==> src/rtl/pbtl_pkg.sv <==
package pbtl_pkg;
  localparam int PrioLevels = 32;
  localparam int TaskCount = 64;
  localparam int ListCount = 3;
  localparam logic [1:0] ListReady = 2'd0;
  localparam logic [1:0] ListDelayed = 2'd1;
  localparam logic [1:0] NoList = 2'd3;
  localparam logic [1:0] ListWait = 2'd2;

  localparam logic [1:0] ActAdd = 2'd0;
  localparam logic [1:0] ActRemove = 2'd1;
  localparam logic [1:0] ActTake = 2'd2;
  localparam logic [1:0] ActNone = 2'd3;

  localparam logic [1:0] StOk = 2'd0;
  localparam logic [1:0] StNotFound = 2'd1;
  localparam logic [1:0] StBad = 2'd2;
endpackage

==> src/rtl/pbtl_task_mem.sv <==
module pbtl_task_mem import pbtl_pkg::*; #(
  parameter int W = 8,
  parameter int D = 64
) (
  input  logic                 clk_i,
  input  logic                 we_i,
  input  logic [$clog2(D)-1:0] waddr_i,
  input  logic [W-1:0]         wdata_i,
  input  logic [$clog2(D)-1:0] raddr_i,
  output logic [W-1:0]         rdata_o
);
  logic [W-1:0] mem_q [D];

  always_ff @(posedge clk_i) begin
    if (we_i) begin
      mem_q[waddr_i] <= wdata_i;
    end
    rdata_o <= mem_q[raddr_i];
  end
endmodule

==> config.mk <==
export PLATFORM = sky130hd
export DESIGN_NAME = pbtl_task_mem
export DESIGN_NICKNAME = d
export VERILOG_FILES = /design/src/rtl/pbtl_pkg.sv /design/src/rtl/pbtl_task_mem.sv
export SDC_FILE = /design/constraint.sdc
export NUM_CORES = 1
export LEC_CHECK = 0
export ABC_CLOCK_PERIOD_IN_PS = 2200
export BUFFER_PORTS_ARGS = -buffer_cell sky130_fd_sc_hd__buf_2
export CAP_MARGIN = 0
export CORE_UTILIZATION = 50
export CTS_CLUSTER_DIAMETER = 150
export DETAILED_ROUTE_END_ITERATION = 8
export PLACE_DENSITY_LB_ADDON = 0.15
export SYNTH_ARGS = -nofsm -noshare
export SYNTH_HDL_FRONTEND = slang
export SYNTH_SLANG_ARGS = --single-unit
==> constraint.sdc <==
create_clock -name clk_i -period 2.2 [get_ports clk_i]
set_input_delay 0.33 -clock clk_i [delete_from_list [all_inputs] [get_ports clk_i]]
set_output_delay 0.33 -clock clk_i [all_outputs]
set_load 0.005 [all_outputs]
Yosys cells after proc, flatten, opt, wreduce, memory -nomap -nowiden
Memory sizes are Yosys's and may differ from the RTL's. A register that Yosys moved wholly into a read port is not among the register bits.
Index checks and enable logic that the tools add are counted.
{"block": "classes", "n_mux": 2}
{"operator": "1-bit two-way mux", "n": 2}
{"block": "totals", "input_bits": 22, "register_bits": 0, "out_inout_bits": 8, "mem_bits_rw": 512, "memories": 1}
{"memory": "mem_q", "depth": 64, "width": 8, "read_ports": 1, "rd_ports_with_merged_regs": 1, "wr": 1, "line": "pbtl_task_mem.sv:12", "rtl": "logic [W-1:0] mem_q [D];"}

Logic depth before layout (Yosys ltp)
Gate-level depths: netlist of the first run.
{"block": "logic_depth", "depth_word": 2, "ltp_mapped": 9, "ltp_nobuf": 5}

Worst setup path before layout of the first run
OpenSTA, ideal clock, no wires.
{"block": "synth_timing", "kind": "input -> register", "from": "input raddr_i[1]", "to": "register rdata_o[3] (read register of mem_q)", "path_slack_ps": 202, "stages": 7, "arrival_time_ps": 1870, "path_cell_list": "buf_4 > buf_2 > buf_2 > mux4_2 > mux4_2 > o21ai_1 > o41ai_1"}
{"item": "from (decl)", "line": "pbtl_task_mem.sv:9", "rtl": "input logic [$clog2(D)-1:0] raddr_i,"}
{"item": "to (decl)", "line": "pbtl_task_mem.sv:10", "rtl": "output logic [W-1:0] rdata_o"}

==> summary.md, run 1 <==
For the violation count after the first detailed-routing iteration, the log shows 913. The number of nets in the layout is 1151, and the first-pass GRT wire length is 66.5 mm. For the count of pins over their slew limit, the log shows 0. Setup repair after global routing left no endpoint under its margin.

Clock latency on the worst-skew pair, taken at its later pin, is 0.59 ns. Data on the critical path is required at its endpoint by 2.68 ns. Entering global routing, the biggest net connects 65 pins. The total area inside the core boundary comes to 39700 sq um. For the worst setup path, the data arrival time is 2.44 ns. From bottom edge to top edge, the die measures 203 um. The number of antenna diodes is 0, and the total power divided by cell area is 878 nW/um^2. In this run the cell area measured after placement is 22100 sq um. Each instance of the synthesized netlist takes up on average 21.5 sq um.

The library cell used most frequently in the layout, excluding fill and tap cells, is edfxtp_1. The number of storage elements in the synthesis netlist came out at 520. Buffers added to address setup during post-CTS repair amount to 0. From synthesis to final layout, the design area changed by 17.8%. Count of unresolved DRC violations after routing: 0.

The post-route cell area was 23800 sq um; the total setup violations reported at the end of the flow was 0. 30 I/O pins were placed. The full die area was 41100 sq um. In the synthesized netlist the dominant register cell turns out to be edfxtp_1. The smallest clock period supported by the final layout is computed as 1.96 ns.

The completed layout was analyzed and its total power is 0.0209 W. The post-route netlist has 34.2% of its cells at a drive strength greater than 1. The number of global-route vias before repair is 10100.

The worst setup path is captured at a flip-flop. The half-perimeter wire length after detailed placement is 28.8 mm, and the number of placed instances with taps included is 1600. The logs give 0 for the number of antenna violations at the first check in global routing and 509 MHz for the upper clock frequency limit. Summing every instance area after synthesis gives 20200 sq um. By area the synthesized netlist is led by edfxtp_1 (76%), mux4_2 (14%), nor2_1 (1.5%).

The setup path with the least slack is of type flip-flop to flip-flop. The average routed wire per standard cell is 26.2 um. The top cell type by area accounts for 76.2% of the synthesized area. The clock-pin slew of the registers on the worst-case setup and hold paths was 0.06 ns. The H-tree was split into 2 levels. Synthesis produced a netlist whose cell count is 940. For the number of sinks driven by the clock tree, the log shows 520.

TritonCTS built the clock tree. The run gives 0.0238 ns as the final setup skew. After synthesis, the netlist uses 40 different library cells.

Dividing the detail-routed via count by the number of cells gives 5.83. The actual transition at the worst max-transition pin was 1.22 ns. The effective utilization at floorplan was 50.8%. The fraction of synthesis flops using an asynchronous set or reset pin was 0%. The Yosys step of the flow raised 0 warnings. The tool flagged a number of max-cap violations equal to 0. Port buffering added 29 buffers. Counting every net in the synthesized netlist gives 962.

Measured against its own limit, the worst slew margin works out to 18.7%. The die is 203 um wide. The clock passes through at most 3 buffers. The tools report the total routed wirelength as 44.4 mm. Leaving out fill and tap cells, the most frequent cells in the layout are edfxtp_1 (512), buf_4 (141), mux4_2 (126).

Across every metal layer, demand over resource in global routing totals 22.7%. In the final layout, the multi-input gates occupy 4320 sq um. Across the VDD grid, the largest voltage drop is 631 uV. The tools report the static leakage as 7.77 nW. The count of cells in the finished layout, fillers not included, comes to 1694. The total area of sequential cells was 15500 sq um; the number of gates resized after cts was 0.

The top fanout value on the critical path is 1, and the number of CTS-inserted buffers is 52. For this run the aggregate overflow at the end of global routing stands at 0. The final route contains 9881 vias. The synthesized design spends more area on one cell type than any other, namely edfxtp_1.

In the finished design, the share of the clock period the worst path needs comes to 89.3%. Iteration count of the initial detailed-routing pass: 7. The detail route stage leaves a number of antenna-violating nets equal to 0.

The cell sitting at the root of the clock tree is a clkbuf_16. Counting the fill cells in the layout gives 2859. Yosys mapped a number of flops with a built-in enable equal to 512. The number of failing hold endpoints at the final stage is 0. STA classifies the critical path startpoint as a flip-flop.

The initialized floorplan defines 73 standard-cell rows. The sequential area share after synthesis is 77.0%. The flow ran to the end, and the final reports show no timing, DRC or antenna violations. In this run, post-CTS hold repair placed 0 buffers. In this run the worst hold path is classified as input port to flip-flop. The tools report the routability-driven placement congestion ratio as 0.811.
## routing by layer
metal	vias up	global-route usage [%]	share of wire, %	wire length, um
li1	4320	-	-	-
met1	5172	33.7	44	19400
met2	332	34.8	48	21100
met3	57	3.96	6.5	2890
met4	0	6.82	2.3	1000
met5	-	0	0	0
## state kept, by name, summed over array words and instances (netlist names)
name     flops
rdata_o      8
mem_q      512
## power breakdown
group,switching (W),total (W),internal [W]
sequential,0.0000365,0.0110,0.0110
clock,0.00357,0.00872,0.00515
combinational,0.000641,0.00114,0.000499
total,0.00424,0.0209,0.0166
## kinds of logic after synthesis
logic type / count (synthesis) / synth area share, %
mux: 162 / 15.9
buf+inv: 51 / 1.57
flops: 520 / 77.0
simple gates: 153 / 3.39
compound gates: 54 / 2.07
## per-stage QoR
step                hold WS [ns]  TNS (ns)  util (%)  setup slack (ns)
finish                     0.168         0      59.8             0.236
global route               0.182         0      59.8             0.172
CTS                        0.134         0      59.8             0.234
detailed placement         0.737     -1.30      55.5            -0.280
global placement           0.736     -1.13      55.5            -0.231
floorplan                  0.429         0         -             0.202
## area by class of cell
class | count | area share, %
Sequential cell | 520 | 65.4
Tap cell | 525 | 2.77
Timing Repair Buffer | 186 | 6.58
Clock inverter | 30 | 1.23
Clock buffer | 64 | 5.84
Multi-Input combinational cell | 369 | 18.2
## final timing paths
| check | startpoint | to | slack (ns) | cells past startpoint |
|---|---|---|---|---|
| setup / recovery | mem_q[3][1]$_DFFE_PP_ | rdata_o[1]$_DFF_P_ | 0.24 | 5 |
| hold / removal | raddr_i[5] | rdata_o[2]$_DFF_P_ | 0.17 | 3 |
| setup reg to reg | mem_q[3][1]$_DFFE_PP_ | rdata_o[1]$_DFF_P_ | 0.24 | 5 |
| hold reg to reg | mem_q[31][4]$_DFFE_PP_ | rdata_o[4]$_DFF_P_ | 0.82 | 3 |
## critical path: stages, from the launching register on
cell	delay, ns
edfxtp_1	0.35
mux4_2	0.53
mux4_2	0.53
nor2_1	0.21
nor3_1	0.10
o2bb2ai_1	0.15
## synthesized netlist by cell type (all sizes together), types with 6 or more instances
master,count
a221oi,6
buf,34
clkbuf,17
dfxtp,8
edfxtp,512
mux2,13
mux2i,23
mux4,126
nand2,19
nand2b,7
nand3,13
nor2,83
nor2b,14
nor3,7
o221ai,8
o22ai,8
Power figures use the tool's default switching activity.
==> inputs of run 2 (changes only) <==
PLACE_DENSITY = 0.7   (was default)
PLACE_DENSITY_LB_ADDON = default   (was 0.15)
==> run 2 against run 1 <==
Hold slack worse by 0.022 ns. Power is 0.54% lower. Register-to-register slack worse by 0.07 ns. Count of clock-buffer cells in the layout is 9 higher. Via count is 0.79% higher. Sequential cell count stayed put. Routed wire length is 0.13% lower. First-iteration DRC count is 5.4% higher. Non-clock buffer count is 20 lower. Clock skew is 0.011 ns lower.
==> summary.md, run 2 (synthesis results as in run 1) <==
The most critical setup path has its startpoint at mem_q[21][6]$_DFFE_PP_. The static leakage is 7.68 nW (-1.2%). The number of flip-flops under the largest register name was 512 (unchanged); the final setup skew was 0.0130 ns (-0.0107 ns).

The tools report the share of total power in sequential cells as 53.0% (+0.3 points). The die boundary height came out at 203 um (unchanged). The critical path in this run is classified as flip-flop to flip-flop. The standard-cell row count is 73 (unchanged), and the number of filler cells placed in the layout is 2782 (-2.7%).

The logs give 5.4% (about the same) for the part of the power in combinational logic and 0 (unchanged) for the count of unresolved DRC violations after routing. Setup repair after global routing left no endpoint under its margin. The residual overflow from global routing is 0 (unchanged), and the x dimension of the die is 203 um (unchanged). The logs give 48.0% (+29 points) for the max-slew headroom at the worst pin and 0.58 ns (about the same) for the insertion delay of the later-clocked pin in the worst-skew pair. The most critical setup path has its endpoint at rdata_o[6]$_DFF_P_. The largest registers in the layout are mem_q x512, rdata_o x8.

For the required time at the worst-slack endpoint, the log shows 2.65 ns (-0.03 ns). The half-perimeter wire length after detailed placement is 28.5 mm (-1.0%), and the cell area after placement is 21900 sq um (-0.57%). Count of nets left with antenna violations after detail routing: 0 (unchanged). The number of nets in the layout was 1129 (-1.9%).

The max-cap check violation count was 0 (unchanged); the reg2reg setup slack was 0.16 ns (-0.07 ns). The most flop-heavy register is mem_q. The tools report the effective utilization at floorplan as 50.8% (unchanged). The per-cell via count in the routed design was 5.95 (+2.1%). The endpoint identified for the worst register-to-register timing path is rdata_o[6]$_DFF_P_. The placeable core region was 39700 sq um (unchanged). The path class of the tightest hold or removal check is input port to flip-flop. The ratio of final minimum period to clock period is 92.5% (+3.3 points), and the number of global-route vias before repair is 10300 (+2.4%). The run gives 0.00414 W (-2.5%) as the net switching power. Total routed wirelength: 44.3 mm (-0.13%).

Total power draw: 0.0207 W (-0.54%). Number of antenna violations at the first check in global routing: 3 (+3). Total power divided by cell area: 879 nW/um^2 (about the same).

The worst setup path is launched from a flip-flop. The full die area came out at 41100 sq um (unchanged). The maximum buffer depth of the clock tree came out at 3 (unchanged).

The largest net degree at the start of global routing is 65 (unchanged), and the post-route cell area is 23600 sq um (-0.56%). The startpoint identified for the worst hold timing path is wdata_i[7]. The clock-pin slew of the registers on the worst-case setup and hold paths was 0.06 ns (about the same); the quantity of hold-fixing buffers added after cts was 0 (unchanged).

The logs give 0 (unchanged) for the number of gates resized after cts and 50 (-3.8%) for the number of CTS-inserted buffers. The routability-driven placement congestion ratio is 0.846 (+4.3%). The number of port buffers is 29 (unchanged), and the iteration count of the initial detailed-routing pass is 6 (-1).

The count of pins over their slew limit was 0 (unchanged); the violation count after the first detailed-routing iteration was 962 (+5.4%). The number of sinks driven by the clock tree was 520 (unchanged). Start of the worst register-to-register path: mem_q[21][6]$_DFFE_PP_. The average routed wire per standard cell was 26.5 um (+1.1%). Global-route usage over all layers: 22.3% (-0.37 points). The arrival time at the worst endpoint is 2.49 ns (+0.05 ns), and the top fanout value on the critical path is 1 (unchanged). The switching fraction of total power works out to 19.9% (-0.40 points). CTS placed an instance of clkbuf_16 at the clock tree root. Compared with the post-synthesis result, the final layout area differs by 17.1%. The share of layout cells above drive strength 1 is 32.7% (-1.5 points), and the peak supply drop is 579 uV (-8.2%). The actual transition at the worst max-transition pin was 0.780 ns (-0.439 ns); the total setup violations reported at the end of the flow was 0 (unchanged).

In the layout the commonest cells are edfxtp_1 (512), mux4_2 (126), buf_4 (119). STA classifies the critical path endpoint as a flip-flop. Leaving out fill and tap cells, the most frequent cell in the layout is edfxtp_1. TritonCTS built the clock tree.

The first-pass GRT wire length is 65.9 mm (-0.96%). The run finished with clean final reports. The tools report the level count of the clock H-tree as 2 (unchanged). Upper clock frequency limit: 491 MHz (-3.5%). The tools report the power share of the clock group as 41.6% (-0.2 points). The run gives 30 (unchanged) as the number of ports placed on the die boundary.

The depth of the worst register-to-register path works out to 5 (unchanged). The minimum period implied by the final worst setup slack was 2.04 ns (+0.0719 ns); the detailed-route via count was 9959 (+0.79%). The number of failing hold endpoints at the final stage came out at 0 (unchanged). The internal power summed over all cells is 0.0166 W (about the same).

The run gives 0 (unchanged) as the buffers inserted during post-CTS setup optimization.
## run 2: cell types whose count changed in the layout (fill, tap and decap cells not counted)
cell,delta
buf_12,+2
buf_4,-22
bufinv_16,-1
clkbuf_1,+5
clkbuf_8,+4
clkinv_1,-2
clkinv_2,-5
clkinvlp_4,-3
diode_2,+1
## run 2: cell type report
| type | instances | area (sq um) | share of cell area, % |
|---|---|---|---|
| Sequential cell | 520 | 15500 | 65.8 |
| Clock inverter | 19 | 208 | 0.879 |
| Antenna cell | 1 | 2.50 | 0.0106 |
| Tap cell | 525 | 657 | 2.78 |
| Timing Repair Buffer | 166 | 1440 | 6.09 |
| Clock buffer | 73 | 1460 | 6.19 |
| Multi-Input combinational cell | 369 | 4320 | 18.3 |
## run 2: stage by stage
step           hold WS (ns)  instances  worst slack (ns)  TNS, ns  util (%)
2_1_floorplan         0.429        940             0.202        0         -
3_3_place_gp          0.734       1580            -0.222   -0.973      55.2
3_5_place_dp          0.740       1580            -0.246    -1.07      55.2
4_1_cts               0.119       1672             0.164        0      59.4
5_1_grt               0.148       1672             0.130        0      59.4
6_report              0.147       1673             0.164        0      59.4
## run 2: metal layers
metal | share of wire (%) | vias up | GRT usage [%]
met5 | 0.061 | - | 0
met4 | 2.7 | 4 | 8.08
met3 | 8.0 | 77 | 4.65
met2 | 49 | 413 | 35.0
met1 | 41 | 5202 | 31.2
li1 | - | 4263 | -
## run 2: power groups by stage
stage / Sequential [W] / Clock, W / Combinational, W
2_1_floorplan: 0.0112 / 0 / 0.000584
3_3_place_gp: 0.0112 / 0 / 0.00110
3_5_place_dp: 0.0112 / 0 / 0.00112
4_1_cts: 0.0110 / 0.00878 / 0.00112
5_1_grt: 0.0110 / 0.00912 / 0.00118
6_report: 0.0110 / 0.00863 / 0.00111
## run 2: worst min path at each step
stage / slack [ns] / endpoint / depth (start not counted)
floorplan: 0.43 / mem_q[0][0]$_DFFE_PP_ / 0
detailed placement: 0.74 / mem_q[50][7]$_DFFE_PP_ / 1
finish: 0.15 / mem_q[36][7]$_DFFE_PP_ / 1
global route: 0.15 / mem_q[38][7]$_DFFE_PP_ / 1
global placement: 0.73 / mem_q[50][7]$_DFFE_PP_ / 1
CTS: 0.12 / mem_q[36][7]$_DFFE_PP_ / 1
## run 2: critical path: stages, from the launching register on
cell	delay [ns]
edfxtp_1	0.37
mux4_2	0.48
mux2_2	0.27
o221a_2	0.27
nor3_1	0.36
o32ai_1	0.16
